<file path="config.mk">
export PLATFORM = sky130hd
export DESIGN_NAME = radix_integer_to_ascii_core
export DESIGN_NICKNAME = d
export VERILOG_FILES = /design/src/design/ritoa_pkg.sv /design/src/design/ritoa_dp.sv /design/src/design/ritoa_ctrl.sv /design/src/design/radix_integer_to_ascii_core.sv
export VERILOG_INCLUDE_DIRS = /design/src /design/src/design
export SDC_FILE = /design/constraint.sdc
export NUM_CORES = 1
export LEC_CHECK = 0
export ABC_CLOCK_PERIOD_IN_PS = 23300
export BUFFER_PORTS_ARGS = -buffer_cell sky130_fd_sc_hd__buf_2
export CORE_ASPECT_RATIO = 0.5
export CORE_MARGIN = 2
export CORE_UTILIZATION = 65
export DETAILED_ROUTE_END_ITERATION = 6
export GPL_TIMING_DRIVEN = 1
export HOLD_SLACK_MARGIN = 0.05
export PLACE_DENSITY = 0.81
export SLEW_MARGIN = 0
export SYNTH_ARGS = -nofsm -noshare
export SYNTH_HDL_FRONTEND = slang
export SYNTH_SLANG_ARGS = --single-unit
export TNS_END_PERCENT = 10
</file>
<file path="constraint.sdc">
create_clock -name clk -period 23.3 [get_ports clk]
set_clock_uncertainty 0.15 [all_clocks]
set_input_delay 1.165 -clock clk [delete_from_list [all_inputs] [get_ports clk]]
set_output_delay 1.165 -clock clk [all_outputs]
set_load 0.02 [all_outputs]
</file>
<file path="src/design/radix_integer_to_ascii_core_macros.svh">
// ----------------------------------------------------------------------------
// radix_integer_to_ascii_core_macros
// assertion macros shared by the integer to ascii block
// ----------------------------------------------------------------------------
`ifndef RADIX_INTEGER_TO_ASCII_CORE_MACROS_SVH
`define RADIX_INTEGER_TO_ASCII_CORE_MACROS_SVH

// same-cycle implication, clocked on clk, off while reset is asserted
`define RITOA_ASSERT_IMP(lbl, ante, cons, msg) \
	lbl: assert property (@(posedge clk) disable iff (!arst_n) (ante) |-> (cons)) \
		else $error(msg);

// next-cycle implication, clocked on clk, off while reset is asserted
`define RITOA_ASSERT_NXT(lbl, ante, cons, msg) \
	lbl: assert property (@(posedge clk) disable iff (!arst_n) (ante) |=> (cons)) \
		else $error(msg);

`endif

</file>
<file path="src/design/ritoa_pkg.sv">
// ----------------------------------------------------------------------------
// ritoa_pkg
// shared constants, command/status types and the digit character lookup
// ----------------------------------------------------------------------------
`timescale 1ns / 1ps
`default_nettype none

package ritoa_pkg;

	localparam int STORE_DEPTH = 64;
	localparam int ADDR_W      = 6;
	localparam int CNT_W       = 7;
	localparam int DIV_STEP    = 8;

	localparam logic [4:0] RADIX_MIN = 5'd2;
	localparam logic [4:0] RADIX_MAX = 5'd16;

	localparam logic [7:0] CHAR_ZERO  = 8'h30;
	localparam logic [7:0] CHAR_LOWER = 8'h61;
	localparam logic [7:0] CHAR_UPPER = 8'h41;

	typedef struct packed {
		logic load;
		logic div;
		logic wr_digit;
		logic rd;
		logic emit;
	} ritoa_cmd_t;

	typedef struct packed {
		logic quot_zero;
		logic store_full;
		logic last_one;
	} ritoa_sts_t;

	function automatic logic [7:0] digit_ascii(input logic [3:0] d, input logic lower);
		logic [7:0] base;
		if (d < 4'd10) begin
			digit_ascii = CHAR_ZERO + {4'd0, d};
		end else begin
			base = lower ? CHAR_LOWER : CHAR_UPPER;
			digit_ascii = base + {4'd0, d} - 8'd10;
		end
	endfunction

endpackage

`default_nettype wire

</file>
<file path="src/design/ritoa_dp.sv">
// ----------------------------------------------------------------------------
// ritoa_dp
// datapath: magnitude register, radix divider slice, digit store, output regs
// ----------------------------------------------------------------------------
`timescale 1ns / 1ps
`default_nettype none

module ritoa_dp
	import ritoa_pkg::*;
#(
	parameter int VALUE_BITS = 64
) (
	input  wire logic        clk,
	input  wire logic        arst_n,
	input  wire ritoa_cmd_t  cmd,
	output ritoa_sts_t       sts,
	input  wire logic [63:0] value,
	input  wire logic [4:0]  radix,
	input  wire logic        unsigned_mode,
	input  wire logic        lowercase,
	output logic [7:0]       digit_char,
	output logic             negative,
	output logic             last_digit
);

	localparam int CHUNKS = (VALUE_BITS + DIV_STEP - 1) / DIV_STEP;
	localparam int MAG_W  = CHUNKS * DIV_STEP;

	logic [MAG_W-1:0]      mag_q;
	logic [3:0]            rem_q;
	logic [4:0]            radix_q;
	logic                  lower_q;
	logic                  neg_q;
	logic [CNT_W-1:0]      count_q;
	logic [3:0]            rd_q;
	logic [3:0]            digit_store_q [STORE_DEPTH];

	logic [VALUE_BITS-1:0] v_in;
	logic                  v_neg;
	logic [VALUE_BITS-1:0] v_mag;
	logic [4:0]            radix_cl;
	logic [DIV_STEP-1:0]   q_bits;
	logic [3:0]            rem_next;
	logic [ADDR_W-1:0]     rd_addr;

	assign v_in  = value[VALUE_BITS-1:0];
	assign v_neg = !unsigned_mode && v_in[VALUE_BITS-1];
	assign v_mag = v_neg ? (~v_in + 1'b1) : v_in;

	always_comb begin
		if (radix < RADIX_MIN) begin
			radix_cl = RADIX_MIN;
		end else if (radix > RADIX_MAX) begin
			radix_cl = RADIX_MAX;
		end else begin
			radix_cl = radix;
		end
	end

	// restoring division of the top byte, remainder carried between bytes
	always_comb begin
		logic [DIV_STEP-1:0] top;
		logic [4:0]          part;
		logic [4:0]          diff;
		logic [3:0]          r;
		top    = mag_q[MAG_W-1 -: DIV_STEP];
		r      = rem_q;
		q_bits = '0;
		for (int i = DIV_STEP - 1; i >= 0; i--) begin
			part = {r, top[i]};
			diff = part - radix_q;
			if (part >= radix_q) begin
				q_bits[i] = 1'b1;
				r         = diff[3:0];
			end else begin
				r = part[3:0];
			end
		end
		rem_next = r;
	end

	assign rd_addr = ADDR_W'(count_q - 1'b1);

	always_ff @(posedge clk or negedge arst_n) begin
		if (!arst_n) begin
			mag_q   <= '0;
			count_q <= '0;
		end else begin
			if (cmd.load) begin
				mag_q   <= MAG_W'(v_mag);
				count_q <= '0;
			end else if (cmd.div) begin
				mag_q <= (mag_q << DIV_STEP) | MAG_W'(q_bits);
				if (cmd.wr_digit) begin
					count_q <= count_q + 1'b1;
				end
			end else if (cmd.emit) begin
				count_q <= count_q - 1'b1;
			end
		end
	end

	always_ff @(posedge clk) begin
		if (cmd.load) begin
			rem_q   <= '0;
			radix_q <= radix_cl;
			lower_q <= lowercase;
			neg_q   <= v_neg;
		end else if (cmd.div) begin
			rem_q <= cmd.wr_digit ? 4'd0 : rem_next;
		end
	end

	always_ff @(posedge clk) begin
		if (cmd.div && cmd.wr_digit) begin
			digit_store_q[count_q[ADDR_W-1:0]] <= rem_next;
		end
		if (cmd.rd) begin
			rd_q <= digit_store_q[rd_addr];
		end
	end

	always_ff @(posedge clk) begin
		if (cmd.emit) begin
			digit_char <= digit_ascii(rd_q, lower_q);
			negative   <= neg_q;
			last_digit <= sts.last_one;
		end
	end

	assign sts.quot_zero  = (mag_q == '0);
	assign sts.store_full = (count_q == CNT_W'(STORE_DEPTH));
	assign sts.last_one   = (count_q == CNT_W'(1));

endmodule

`default_nettype wire

</file>
<file path="src/design/ritoa_ctrl.sv">
// ----------------------------------------------------------------------------
// ritoa_ctrl
// controller: sequences division byte steps, digit checks and character output
// ----------------------------------------------------------------------------
`timescale 1ns / 1ps
`default_nettype none
`include "radix_integer_to_ascii_core_macros.svh"

module ritoa_ctrl
	import ritoa_pkg::*;
#(
	parameter int CHUNKS = 8
) (
	input  wire logic       clk,
	input  wire logic       arst_n,
	input  wire logic       in_valid,
	output logic            in_ready,
	output logic            out_valid,
	input  wire logic       out_ready,
	input  wire ritoa_sts_t sts,
	output ritoa_cmd_t      cmd
);

	localparam int CW = (CHUNKS > 1) ? $clog2(CHUNKS) : 1;

	localparam logic [2:0] ST_IDLE  = 3'd0;
	localparam logic [2:0] ST_DIV   = 3'd1;
	localparam logic [2:0] ST_CHECK = 3'd2;
	localparam logic [2:0] ST_RD    = 3'd3;
	localparam logic [2:0] ST_LD    = 3'd4;

	logic [2:0]    state_q;
	logic [2:0]    state_d;
	logic [CW-1:0] chunk_q;
	logic [CW-1:0] chunk_d;
	logic          out_valid_q;
	logic          out_free;
	logic          chunk_last;

	assign out_free   = !out_valid_q || out_ready;
	assign chunk_last = (chunk_q == CW'(CHUNKS - 1));
	assign in_ready   = (state_q == ST_IDLE);
	assign out_valid  = out_valid_q;

	always_comb begin
		cmd     = '0;
		state_d = state_q;
		chunk_d = chunk_q;
		case (state_q)
			ST_IDLE: begin
				if (in_valid) begin
					cmd.load = 1'b1;
					chunk_d  = '0;
					state_d  = ST_DIV;
				end
			end
			ST_DIV: begin
				cmd.div = 1'b1;
				if (chunk_last) begin
					cmd.wr_digit = 1'b1;
					state_d      = ST_CHECK;
				end else begin
					chunk_d = chunk_q + 1'b1;
				end
			end
			ST_CHECK: begin
				if (sts.quot_zero || sts.store_full) begin
					state_d = ST_RD;
				end else begin
					chunk_d = '0;
					state_d = ST_DIV;
				end
			end
			ST_RD: begin
				cmd.rd  = 1'b1;
				state_d = ST_LD;
			end
			ST_LD: begin
				if (out_free) begin
					cmd.emit = 1'b1;
					state_d  = sts.last_one ? ST_IDLE : ST_RD;
				end
			end
			default: begin
				state_d = ST_IDLE;
			end
		endcase
	end

	always_ff @(posedge clk or negedge arst_n) begin
		if (!arst_n) begin
			state_q     <= ST_IDLE;
			chunk_q     <= '0;
			out_valid_q <= 1'b0;
		end else begin
			state_q <= state_d;
			chunk_q <= chunk_d;
			if (cmd.emit) begin
				out_valid_q <= 1'b1;
			end else if (out_ready) begin
				out_valid_q <= 1'b0;
			end
		end
	end

	`RITOA_ASSERT_IMP(a_idle_no_work, state_q == ST_IDLE, !cmd.div && !cmd.rd && !cmd.emit, "work command while idle")
	`RITOA_ASSERT_IMP(a_emit_free, cmd.emit, !out_valid_q || out_ready, "output register overwritten")
	`RITOA_ASSERT_NXT(a_last_to_idle, cmd.emit && sts.last_one, state_q == ST_IDLE, "no return to idle after last digit")
	`RITOA_ASSERT_NXT(a_emit_valid, cmd.emit, out_valid_q, "emitted digit not presented")

endmodule

`default_nettype wire

</file>
<file path="src/design/radix_integer_to_ascii_core.sv">
// division: each digit takes CHUNKS (= ceil(VALUE_BITS/8)) byte steps, one byte of the
//   magnitude divided per cycle, then a check for a zero quotient or a full digit store
// output: per character, a registered digit store read, then an output load that
//   waits until the output register is free (out_valid low or out_ready high)
// one request at a time; in_ready is high only while the controller is idle
// reset: arst_n asynchronous active low clears controller state, counts and out_valid
// ----------------------------------------------------------------------------
// radix_integer_to_ascii_core
// converts an integer to ascii digits in radix 2..16, most significant first
// ----------------------------------------------------------------------------
`timescale 1ns / 1ps
`default_nettype none

module radix_integer_to_ascii_core
	import ritoa_pkg::*;
#(
	parameter int VALUE_BITS = 64
) (
	input  wire logic        clk,
	input  wire logic        arst_n,
	// request channel
	input  wire logic        in_valid,
	output logic             in_ready,
	input  wire logic [63:0] value,
	input  wire logic [4:0]  radix,
	input  wire logic        unsigned_mode,
	input  wire logic        lowercase,
	// character channel
	output logic             out_valid,
	input  wire logic        out_ready,
	output logic [7:0]       digit_char,
	output logic             negative,
	output logic             last_digit
);

	// number of byte-wide division steps needed to cover the magnitude
	localparam int CHUNKS = (VALUE_BITS + DIV_STEP - 1) / DIV_STEP;

	ritoa_cmd_t cmd;
	ritoa_sts_t sts;

	// controller: walks idle -> divide bytes -> check quotient -> read/emit digits
	ritoa_ctrl #(
		.CHUNKS (CHUNKS)
	) u_ctrl (
		.clk       (clk),
		.arst_n    (arst_n),
		.in_valid  (in_valid),
		.in_ready  (in_ready),
		.out_valid (out_valid),
		.out_ready (out_ready),
		.sts       (sts),
		.cmd       (cmd)
	);

	// datapath: sign handling, radix clamp, divider slice, digit store and
	// the output register that lets each character wait for the consumer
	ritoa_dp #(
		.VALUE_BITS (VALUE_BITS)
	) u_dp (
		.clk           (clk),
		.arst_n        (arst_n),
		.cmd           (cmd),
		.sts           (sts),
		.value         (value),
		.radix         (radix),
		.unsigned_mode (unsigned_mode),
		.lowercase     (lowercase),
		.digit_char    (digit_char),
		.negative      (negative),
		.last_digit    (last_digit)
	);

endmodule

`default_nettype wire

</file>
==> out/results.ini <==
[cts]
htreeDepth=1
post_cts_resized=0
cts-root-buf=clkbuf_16
post-cts-setup-buffers=0
ctsHoldBuffers=0
clkTransAtPathRegs_ns=0.07
cts_tree=built
cts_buffers=31
cts_sinks=358
clock_latency_ns=0.59
cts_buffer_depth=3

[timing]
min_period_ns=15.02
tns_ns=0
clock.fmax_ghz=0.0666
report.final.slew_viol_count=0
tightest_slew_ns=1.28
finalSetupViolations=0
period_share_pct=64.5
rsz0062_at_grt=no
slew_headroom_pct=13.7
hold_violations=0

[grt]
grt_usage_pct=32.6
grt.overflow.total=0
grt_max_degree=71
antenna_found_initial=1
first_global_vias=13005
grt_pass1_wl_um=73000

[route]
wl_per_cell_um=24.0
wl_met1_um=17900
top_layer=met4
route.met3.wl_um=4430
dr_wl_met2_um=22500
routed_wl_um=46400
avgViaCountPerCell=6.86
first_iter_violations=1876
drc_errors=0
final_antenna_net_count=0
dr.pass1.iters=6
vias=13267

[worst_setup_path]
cp_slowest_cell=mux2_2
max_stage_delay_ns=1.09
path_max_fanout=65
path_class=reg2reg
worstSetupEndpointType=register
arrival_ns=15.07
worstPathRequired_ns=23.36
cp-start-kind=register

[final_layout]
multi_input_comb_area_um2=7430
utilization_pct=72.3
final_layout_size_suffix_gt1_share_pct=15.3
ff_latch_area_um2=10300
synthToLayoutAreaGrowth_pct=9.86
fin_nets=1657
fillers=1777
finalInstanceArea_um2=19900

[floorplan]
fp.dieH_um=122
die_w_um=240
num_rows=43
initial_core_util_pct=65.9
pin_count=87
core-area_um2=27500
die_area_um2=29300

[yosys]
synthCells=1472
syn_nets=1603
synth_warnings=0
synth-edff-count=276
avgSynthCellArea_um2=12.3
netlist_area_um2=18100
yosysSeqAreaShare_pct=56.9
yosysUniqueCellTypes=70
synth.ff_latch_count=358
async_flop_share_pct=21.8
synthFlopType=edfxtp_1

[job]
cap_violations=0

[status]
status=completed

[place]
place_area_um2=18900
dp_hpwl_um=30400
io_buffers=85
gp_congestion=0.928

[worst_hold_path]
hold_path.class=in2async

path summary, 6_finish.rpt:
path                                               start                            endpoint  slack, ns  cells past startpoint
setup / recovery           u_dp.radix_q[1]$_SDFFCE_PP1P_  u_dp.digit_store_q[3][2]$_DFFE_PP_       8.28                     46
hold / removal                                    arst_n          u_dp.mag_q[37]$_DFFE_PN0P_       0.26                      1
setup reg to reg           u_dp.radix_q[1]$_SDFFCE_PP1P_  u_dp.digit_store_q[3][2]$_DFFE_PP_       8.28                     46
hold reg to reg                     u_dp.neg_q$_DFFE_PP_             u_dp.negative$_DFFE_PP_       0.28                      0
max in group asynchronous                         arst_n         u_dp.count_q[0]$_DFFE_PN0P_      21.50                      2
min in group clk                    u_dp.neg_q$_DFFE_PP_             u_dp.negative$_DFFE_PP_       0.28                      0
layout by cell type (no fill, tap or decap), types with 17 or more instances in the layout:
cell / instances
a21o_1: 21
mux4_2: 64
nor4_1: 31
a21oi_1: 76
o21ai_0: 89
ha_1: 47
nand2_1: 112
a22oi_1: 35
clkbuf_16: 31
xnor2_1: 28
nand4_1: 17
nand2b_1: 17
inv_1: 41
xor2_1: 25
a22o_1: 31
edfxtp_1: 276
nor3_1: 28
mux2i_1: 24
nand3_1: 34
buf_2: 84
dfrtp_1: 77
nor2_1: 145
area by class of cell:
| type | instances | area share [%] |
|---|---|---|
| clock inverters | 17 | 0.973 |
| flip-flops and latches | 358 | 51.8 |
| clock buffers | 41 | 4.13 |
| repair buffers | 97 | 2.60 |
| well taps | 382 | 2.40 |
| diodes | 1 | 0.0126 |
| inverters | 42 | 0.791 |
| multi-input cells | 996 | 37.3 |
cell families (layout without fill, tap and decap cells):
| logic type | Yosys count | after routing | share of synthesized area, % |
|---|---|---|---|
| AOI/OAI and AO/OA | 337 | 337 | 12.1 |
| and+or+nand+nor | 451 | 451 | 12.0 |
| muxes | 96 | 96 | 9.76 |
| other | 1 | 2 | 0.0207 |
| DFF | 358 | 358 | 56.9 |
| buffers and inverters | 118 | 197 | 2.46 |
| xor gates and xnor gates | 55 | 55 | 2.66 |
| adders and majority gates | 56 | 56 | 4.19 |
metal layers:
layer / vias to the layer above / track usage, %
li1: 5772 / -
met1: 6515 / 44.2
met2: 829 / 54.9
met3: 151 / 5.44
met4: 0 / 10.1
met5: - / 0
per-stage QoR:
step                      cells  worst slack, ns  hold slack [ns]
after detailed placement   1875             8.52            0.272
final                      1934             8.28            0.262
after global placement     1875             9.21            0.264
after CTS                  1933             8.45            0.259
after floorplan            1472             9.85            0.250
after global routing       1934             7.04            0.250
registers in the layout, indices dropped and copies added, names as in the netlist:
signal	count
u_dp.digit_store_q	256
u_dp.mag_q	64
u_dp.count_q	7
u_dp.digit_char	7
u_dp.radix_q	5
u_dp.rd_q	4
u_dp.rem_q	4
u_ctrl.chunk_q	3
u_ctrl.state_q	3
u_ctrl.out_valid	1
u_dp.last_digit	1
u_dp.lower_q	1
u_dp.neg_q	1
u_dp.negative	1
worst max-delay path, delay by kind of cell, from the launching register on:
family / cells / cell delay [ns]
AOI/OAI and AO/OA: 28 / 7.27
adders and majority gates: 8 / 2.79
and+or+nand+nor: 6 / 1.92
muxes: 1 / 1.09
DFF: 1 / 0.72
buffers and inverters: 3 / 0.60
synth_stat cells, types with 11 or more instances:
library cell,n,share of area [%]
o21ai_0,89,2.5
a22oi_1,35,1.4
nand4_1,17,0.59
mux4_2,64,7.9
a21oi_1,77,2.1
ha_1,48,3.3
dfrtp_1,78,11
a31oi_1,11,0.38
nand2_1,113,2.3
mux2i_1,25,1.4
nand2b_1,17,0.59
nor2b_1,11,0.38
nor4_1,31,1.1
a22o_1,31,1.5
buf_1,11,0.23
xnor2_1,29,1.4
nor3_1,28,0.77
xor2_1,26,1.3
edfxtp_1,276,46
inv_1,41,0.85
a21o_1,21,0.87
nor2_1,147,3.0
clkbuf_1,64,1.3
nand3_1,34,0.94
Power is not shown: default switching activity piles up to over one toggle a cycle in this logic, so the estimate is an artifact.
